===== src/rtl/tone_correlation_power_accumulator_defines.svh =====
// assertion macros for the tone correlation power accumulator
// no dependencies; define ASSERT_OFF to drop every check
`ifndef TONE_CORRELATION_POWER_ACCUMULATOR_DEFINES_SVH
`define TONE_CORRELATION_POWER_ACCUMULATOR_DEFINES_SVH

`ifndef ASSERT_OFF

// condition that must hold at every clock edge out of reset
`define TCPA_ASSERT_ALWAYS(label, clk, rst, cond, msg) \
   label: assert property (@(posedge clk) disable iff (rst) (cond)) else $error(msg);

// antecedent now implies consequent on the next clock edge
`define TCPA_ASSERT_NEXT(label, clk, rst, ante, cons, msg) \
   label: assert property (@(posedge clk) disable iff (rst) (ante) |=> (cons)) else $error(msg);

`else

`define TCPA_ASSERT_ALWAYS(label, clk, rst, cond, msg)
`define TCPA_ASSERT_NEXT(label, clk, rst, ante, cons, msg)

`endif

`endif


===== src/rtl/tcpa_pkg.sv =====
// shared types and constants for the tone correlation power accumulator
// no dependencies
package tcpa_pkg;

   localparam int SAMPLE_W   = 16;
   localparam int PROD_W     = 32;
   localparam int DOT_W      = 64;
   localparam int ENERGY_W   = 63;
   localparam int RSP_COUNT_W = 32;
   localparam int REQ_DATA_W = 48;
   localparam int RSP_DATA_W = 400;

   // full-scale sample values, both counted as clipped
   localparam logic signed [SAMPLE_W-1:0] FULL_SCALE_POS = 16'sh7fff;
   localparam logic signed [SAMPLE_W-1:0] FULL_SCALE_NEG = 16'sh8000;

   // request command codes
   localparam logic CMD_ACCUMULATE = 1'b0;
   localparam logic CMD_CLEAR      = 1'b1;

   // one captured request
   typedef struct packed {
      logic                       cmd;
      logic signed [SAMPLE_W-1:0] mic_sample;
      logic signed [SAMPLE_W-1:0] ref_in_phase;
      logic signed [SAMPLE_W-1:0] ref_quadrature;
   } req_item_type;

endpackage


===== src/rtl/tone_correlation_power_accumulator.sv =====
// A request is registered in the input stage, then applied to the accumulators, which form the response register.
// Throughput: one request per cycle while rsp_tready stays high; a held response stalls input.
// Each response is the totals after its request; a clear request zeroes every sum.
// Reset (synchronous, active high) empties both stages and zeroes all accumulators.
// Depends on tcpa_pkg and tone_correlation_power_accumulator_defines.svh.
`include "tone_correlation_power_accumulator_defines.svh"

module tone_correlation_power_accumulator #(
   parameter int COUNT_BITS = 32
) (
   input  logic                            clock,
   input  logic                            reset,
   input  logic                            req_tvalid,
   output logic                            req_tready,
   // [15:0] mic_sample, [31:16] ref_in_phase, [47:32] ref_quadrature
   input  logic [tcpa_pkg::REQ_DATA_W-1:0] req_tdata,
   // [0] cmd
   input  logic                            req_tuser,
   output logic                            rsp_tvalid,
   input  logic                            rsp_tready,
   // [62:0] sample_energy, [126:63] in_phase_dot, [190:127] quadrature_dot,
   // [253:191] in_phase_energy, [316:254] quadrature_energy,
   // [332:317] peak_magnitude, [364:333] clipped_samples,
   // [396:365] samples_taken, [399:397] zero
   output logic [tcpa_pkg::RSP_DATA_W-1:0] rsp_tdata,
   // [0] count_full
   output logic                            rsp_tuser
);

   import tcpa_pkg::*;

   localparam logic [COUNT_BITS-1:0] COUNT_MAX = {COUNT_BITS{1'b1}};

   // input register stage
   req_item_type req_a_ff, req_a_in;
   logic         valid_a_ff, valid_a_in;
   logic         valid_r_ff, valid_r_in;
   logic         move_en;

   // accumulators, which double as the response register
   logic        [ENERGY_W-1:0]   energy_sum_ff, energy_sum_in;
   logic signed [DOT_W-1:0]      in_phase_corr_ff, in_phase_corr_in;
   logic signed [DOT_W-1:0]      quadrature_corr_ff, quadrature_corr_in;
   logic        [ENERGY_W-1:0]   in_phase_power_ff, in_phase_power_in;
   logic        [ENERGY_W-1:0]   quadrature_power_ff, quadrature_power_in;
   logic        [SAMPLE_W-1:0]   peak_level_ff, peak_level_in;
   logic        [COUNT_BITS-1:0] clip_tally_ff, clip_tally_in;
   logic        [COUNT_BITS-1:0] sample_tally_ff, sample_tally_in;

   logic signed [PROD_W-1:0]   prod_ss, prod_si, prod_sq, prod_ii, prod_qq;
   logic signed [SAMPLE_W:0]   mic_wide;
   logic        [SAMPLE_W:0]   mag_wide;
   logic        [SAMPLE_W-1:0] mag;
   logic                       is_clipped;
   logic                       count_full;

   // stage handshake: the input stage drains whenever the response slot frees
   assign move_en    = valid_a_ff && (!valid_r_ff || rsp_tready);
   assign req_tready = !valid_a_ff || move_en;

   always_comb begin
      valid_a_in = valid_a_ff;
      req_a_in   = req_a_ff;
      if (req_tready) begin
         valid_a_in = req_tvalid;
      end
      if (req_tvalid && req_tready) begin
         req_a_in.cmd            = req_tuser;
         req_a_in.mic_sample     = req_tdata[15:0];
         req_a_in.ref_in_phase   = req_tdata[31:16];
         req_a_in.ref_quadrature = req_tdata[47:32];
      end
      valid_r_in = valid_r_ff;
      if (move_en) begin
         valid_r_in = 1'b1;
      end else if (rsp_tready) begin
         valid_r_in = 1'b0;
      end
   end

   // products of the registered request
   assign prod_ss = req_a_ff.mic_sample * req_a_ff.mic_sample;
   assign prod_si = req_a_ff.mic_sample * req_a_ff.ref_in_phase;
   assign prod_sq = req_a_ff.mic_sample * req_a_ff.ref_quadrature;
   assign prod_ii = req_a_ff.ref_in_phase * req_a_ff.ref_in_phase;
   assign prod_qq = req_a_ff.ref_quadrature * req_a_ff.ref_quadrature;

   // magnitude, with the most negative sample kept as 32768
   assign mic_wide   = {req_a_ff.mic_sample[SAMPLE_W-1], req_a_ff.mic_sample};
   assign mag_wide   = mic_wide[SAMPLE_W] ? (SAMPLE_W + 1)'(-mic_wide)
                                          : (SAMPLE_W + 1)'(mic_wide);
   assign mag        = mag_wide[SAMPLE_W-1:0];
   assign is_clipped = (req_a_ff.mic_sample == FULL_SCALE_POS) ||
                       (req_a_ff.mic_sample == FULL_SCALE_NEG);
   assign count_full = (sample_tally_ff == COUNT_MAX);

   // accumulator update
   always_comb begin
      energy_sum_in       = energy_sum_ff;
      in_phase_corr_in    = in_phase_corr_ff;
      quadrature_corr_in  = quadrature_corr_ff;
      in_phase_power_in   = in_phase_power_ff;
      quadrature_power_in = quadrature_power_ff;
      peak_level_in       = peak_level_ff;
      clip_tally_in       = clip_tally_ff;
      sample_tally_in     = sample_tally_ff;
      if (move_en) begin
         if (req_a_ff.cmd == CMD_CLEAR) begin
            energy_sum_in       = '0;
            in_phase_corr_in    = '0;
            quadrature_corr_in  = '0;
            in_phase_power_in   = '0;
            quadrature_power_in = '0;
            peak_level_in       = '0;
            clip_tally_in       = '0;
            sample_tally_in     = '0;
         end else if (!count_full) begin
            energy_sum_in       = energy_sum_ff + {31'b0, prod_ss};
            in_phase_corr_in    = in_phase_corr_ff + {{32{prod_si[PROD_W-1]}}, prod_si};
            quadrature_corr_in  = quadrature_corr_ff + {{32{prod_sq[PROD_W-1]}}, prod_sq};
            in_phase_power_in   = in_phase_power_ff + {31'b0, prod_ii};
            quadrature_power_in = quadrature_power_ff + {31'b0, prod_qq};
            if (mag > peak_level_ff) begin
               peak_level_in = mag;
            end
            if (is_clipped) begin
               clip_tally_in = clip_tally_ff + 1'b1;
            end
            sample_tally_in = sample_tally_ff + 1'b1;
         end
      end
   end

   always_ff @(posedge clock) begin
      req_a_ff <= req_a_in;
      if (reset) begin
         valid_a_ff          <= 1'b0;
         valid_r_ff          <= 1'b0;
         energy_sum_ff       <= '0;
         in_phase_corr_ff    <= '0;
         quadrature_corr_ff  <= '0;
         in_phase_power_ff   <= '0;
         quadrature_power_ff <= '0;
         peak_level_ff       <= '0;
         clip_tally_ff       <= '0;
         sample_tally_ff     <= '0;
      end else begin
         valid_a_ff          <= valid_a_in;
         valid_r_ff          <= valid_r_in;
         energy_sum_ff       <= energy_sum_in;
         in_phase_corr_ff    <= in_phase_corr_in;
         quadrature_corr_ff  <= quadrature_corr_in;
         in_phase_power_ff   <= in_phase_power_in;
         quadrature_power_ff <= quadrature_power_in;
         peak_level_ff       <= peak_level_in;
         clip_tally_ff       <= clip_tally_in;
         sample_tally_ff     <= sample_tally_in;
      end
   end

   // response packing
   assign rsp_tvalid = valid_r_ff;
   assign rsp_tuser  = count_full;
   assign rsp_tdata  = {3'b000,
                        RSP_COUNT_W'(sample_tally_ff),
                        RSP_COUNT_W'(clip_tally_ff),
                        peak_level_ff,
                        quadrature_power_ff,
                        in_phase_power_ff,
                        quadrature_corr_ff,
                        in_phase_corr_ff,
                        energy_sum_ff};

   // checks
   `TCPA_ASSERT_ALWAYS(a_clip_le_count, clock, reset, clip_tally_ff <= sample_tally_ff, "clip tally exceeds sample tally")
   `TCPA_ASSERT_NEXT(a_clear_zeroes, clock, reset, move_en && req_a_ff.cmd == CMD_CLEAR, sample_tally_ff == '0 && energy_sum_ff == '0 && peak_level_ff == '0, "clear left a sum behind")
   `TCPA_ASSERT_NEXT(a_hold_no_move, clock, reset, !move_en, $stable(energy_sum_ff) && $stable(sample_tally_ff) && $stable(in_phase_corr_ff), "accumulator changed without a request")
   `TCPA_ASSERT_NEXT(a_peak_monotone, clock, reset, move_en && req_a_ff.cmd == CMD_ACCUMULATE, peak_level_ff >= $past(peak_level_ff), "peak fell without a clear")
   `TCPA_ASSERT_NEXT(a_full_freezes, clock, reset, move_en && count_full && req_a_ff.cmd == CMD_ACCUMULATE, $stable(sample_tally_ff) && $stable(energy_sum_ff), "saturated count still accumulating")

endmodule


===== config.mk =====
export PLATFORM = sky130hd
export DESIGN_NAME = tone_correlation_power_accumulator
export DESIGN_NICKNAME = d
export VERILOG_FILES = /design/src/rtl/tcpa_pkg.sv /design/src/rtl/tone_correlation_power_accumulator.sv
export VERILOG_INCLUDE_DIRS = /design/src /design/src/rtl
export SDC_FILE = /design/constraint.sdc
export NUM_CORES = 2
export LEC_CHECK = 0
export CAP_MARGIN = 15
export CORE_MARGIN = 8
export CORE_UTILIZATION = 60
export CTS_BUF_LIST = sky130_fd_sc_hd__clkbuf_4
export DETAILED_ROUTE_END_ITERATION = 8
export DONT_BUFFER_PORTS = 1
export PLACE_DENSITY = 0.74
export RECOVER_POWER = 100
export SETUP_SLACK_MARGIN = 0.2
export SYNTH_ARGS = -nofsm -noshare
export SYNTH_HDL_FRONTEND = slang
export SYNTH_SLANG_ARGS = --single-unit

===== constraint.sdc =====
create_clock -name clock -period 11.65 [get_ports clock]
set_input_delay 0 -clock clock [delete_from_list [all_inputs] [get_ports clock]]
set_output_delay 0 -clock clock [all_outputs]
set_load 0.005 [all_outputs]

==> results.py <==
metrics = {
    "detailed_routing": {
        "vias": 57400,
        "wl_mm": 199,
        "drc": 0,
        "drtAntennaViolNets": 0,
        "drt_iter0_drc": 4436,
        "firstDrtPassIters": 6,
        "wl_per_cell_um": 19.6,
        "vias_per_cell": 5.67,
    },
    "worst_setup_path": {
        "cp_slowest_cell": "edfxtp_1",
        "r2r_setup_slack_ns": 0.89,
        "start_kind": "flop",
        "crit_fanout": 18,
        "reg2regPathDepth": 35,
        "worstPathArrival_ns": 11.82,
        "worstPathRequired_ns": 12.71,
        "worst_path_dominant_cell_family": "compound AO/OA/AOI/OAI gates",
        "critPathMaxStageDelay_ns": 0.96,
        "crit_top_cell": "fa_1",
        "cp-endpoint": "in_phase_corr_ff[63]",
        "crit_buf_inv": 5,
        "path_class": "reg -> reg",
        "crit_path_start": "req_a_ff[23]",
        "worst-path-stages": 35,
        "reg2reg_to": "in_phase_corr_ff[63]",
        "end_kind": "flop",
        "rr_startpoint": "req_a_ff[23]",
    },
    "status": {
        "violations": "max-capacitance violations, max-slew violations",
        "outcome": "finished with violations",
    },
    "place": {
        "gp_congestion": 0.927,
        "dpl.hpwl_mm": 156,
        "io_buffers": 0,
        "dpl_cell_area_mm2": 0.0752,
        "dp_cells": 9746,
    },
    "cells_and_area": {
        "nNetsFinal": 10400,
        "drive_gt1_share_pct": 4.24,
        "final_cells": 10100,
        "area_growth_pct": 6.39,
        "final_cell_area_mm2": 0.0782,
    },
    "timing": {
        "rsz0062_at_grt": "no",
        "hold_viol": 0,
        "finalSetupTns_ns": 0,
        "maxSlewViolCount": 249,
        "skew_ns": 0.0718,
        "relSlewSlack_pct": -163,
        "fin_crit_ns": 10.76,
        "worst_pin_slew_ns": 3.94,
        "fmaxAchievable_ghz": 0.0930,
        "period_share_pct": 92.3,
        "setup_violations": 0,
    },
    "yosys": {
        "synth_cell_types": 103,
        "synthArstFlopShare_pct": 0,
        "synth_cells": 8323,
        "syn_avg_cell_area_um2": 8.83,
        "netlist.area_leader.share_pct": 34.0,
        "ys_seq_elements": 448,
        "ys_seq_area_share_pct": 12.9,
        "synth_edf_count": 49,
        "synth_top_cell_by_area": "fa_1",
        "ys_warn_count": 0,
        "synth_top_flop_cell": "dfxtp_1",
        "syn_area_mm2": 0.0735,
        "synthTopCellsByArea": "fa_1 (34%), ha_1 (11%), dfxtp_1 (11%)",
    },
    "global_routing": {
        "grt_first_pass_wirelength_mm": 324,
        "grt_pass1_vias": 60300,
        "antenna_found_initial": 12,
        "grt_usage_pct": 29.7,
        "overflow": 0,
        "grt_max_degree": 108,
    },
    "floorplan": {
        "chipWidth_um": 366,
        "core_mm2": 0.122,
        "fp.dieH_um": 366,
        "ioPinCount": 456,
        "die_area_mm2": 0.134,
        "rows": 128,
        "start_util_pct": 60.4,
    },
    "cts": {
        "clkSinkCount": 448,
        "numCtsBuffers": 137,
        "cts_tree": "yes",
        "clk_pin_slew_ns": 0.07,
        "htree_levels": 4,
        "clkLatencyLatePin_ns": 1.13,
        "clockBufferDepth": 3,
        "root_buffer": "clkbuf_4",
    },
    "min_path": {
        "min_from": "req_tdata[41]",
        "hold_path_class": "in -> reg",
        "hold_depth": 2,
    },
    "job": {
        "drv_cap": 8,
    },
}
==> through the flow <==
| step | utilization [%] | hold WS (ns) | setup WS (ns) |
|---|---|---|---|
| 2_1_floorplan | - | 0.0989 | 1.17 |
| 3_3_place_gp | 61.8 | 0.0990 | 1.66 |
| 3_5_place_dp | 61.8 | 0.0989 | 1.52 |
| 4_1_cts | 64.4 | 0.0000283 | 1.41 |
| 5_1_grt | 64.2 | 0.0325 | 0.373 |
| 6_report | 64.2 | 0.146 | 0.893 |
==> kinds of logic after synthesis <==
group | count (synthesis) | synth area share, %
compound gates | 1243 | 11.2
xor+xnor | 514 | 6.13
fa+ha+maj | 1920 | 45.4
buf+inv | 1943 | 9.96
flops | 448 | 12.9
mux | 10 | 0.143
other cells | 1 | 0.00510
simple gates | 2244 | 14.3
==> layout by cell type (no fill, tap or decap), types with 190 or more instances in the layout <==
cell     instances
a21oi_1        332
and2_1         301
dfxtp_1        399
fa_1          1248
ha_1           672
inv_1         1634
nand2_1        715
nor2_1         680
o21ai_0        229
xnor2_1        323
xor2_1         190
==> synth_stat cells, types with 9 or more instances <==
cell type and count:
fa_1 1248, o31ai_1 20, a31oi_1 20, a21boi_0 9, inv_1 1634, nor4_1 16
o21ai_1 18, nor2b_1 47, edfxtp_1 49, nand4_1 63, or3_1 49, o31a_1 9
ha_1 672, a21o_1 180, o21bai_1 55, clkbuf_1 264, and4_1 20, nor3_1 69
o211ai_1 18, and3_1 51, and2_1 306, xor2_1 190, a21oi_1 329, or2_2 14
nand3_1 111, nor3b_1 10, nor2_1 681, a22oi_1 160, nand2b_1 46, dfxtp_1 399
o21ai_0 219, xnor2_1 324, a211o_1 9, buf_1 20, o21a_1 48, nand2_1 715
a41oi_1 9, a211oi_1 29
==> registers in the layout (all words and copies together) (netlist names) <==
signal	count
sample_tally_ff	32
mic_wide	16
rsp_tvalid	1
req_a_ff	33
clip_tally_ff	32
valid_a_ff	1
peak_level_ff	16
quadrature_corr_ff	64
in_phase_corr_ff	64
energy_sum_ff	63
in_phase_power_ff	63
quadrature_power_ff	63
==> how the worst min path moves through the flow <==
| stage | endpoint | slack (ns) |
|---|---|---|
| after detailed placement | req_a_ff[18] | 0.1 |
| after global routing | req_a_ff[23] | 0.03 |
| after global placement | req_a_ff[18] | 0.1 |
| after CTS | mic_wide[7] | 0.00003 |
| after floorplan | mic_wide[0] | 0.1 |
| final | req_a_ff[9] | 0.15 |
==> area by class of cell <==
class	instances	area (um2)
fillers	10200	43500
flip-flops and latches	448	9460
clock buffers	189	1420
inverters	1647	6180
diodes	8	20.0
multi-input cells	5934	56600
well taps	1625	2030
repair buffers	233	2100
clock inverters	49	330
==> repair_timing <==
item | 4_1_cts | 5_1_grt
endpoints found under the hold margin | 489 | 0
setup buffers | 0 | 0
gates resized for setup | 0 | 0
hold buffers | 141 | 0
==> layer usage <==
metal / track usage, % / routed length, um
met5: 0 / 27
met1: 38.3 / 79200
met2: 47.9 / 91400
met3: 9.86 / 22200
met4: 8.71 / 5880
==> worst reg2reg max path, delay by kind of cell (launching register included) <==
| family | cells | cell delay (ns) |
|---|---|---|
| AO/OA/AOI/OAI | 16 | 4.02 |
| XOR/XNOR | 1 | 0.28 |
| adder cells (fa/ha/maj) | 8 | 3.33 |
| buffers and inverters | 5 | 1.04 |
| flip-flops | 1 | 0.96 |
| AND/OR/NAND/NOR | 5 | 1.08 |
Power is left out: the tool's default activity adds up to more than one toggle a clock period on the data nets, which glitch-free logic cannot reach.
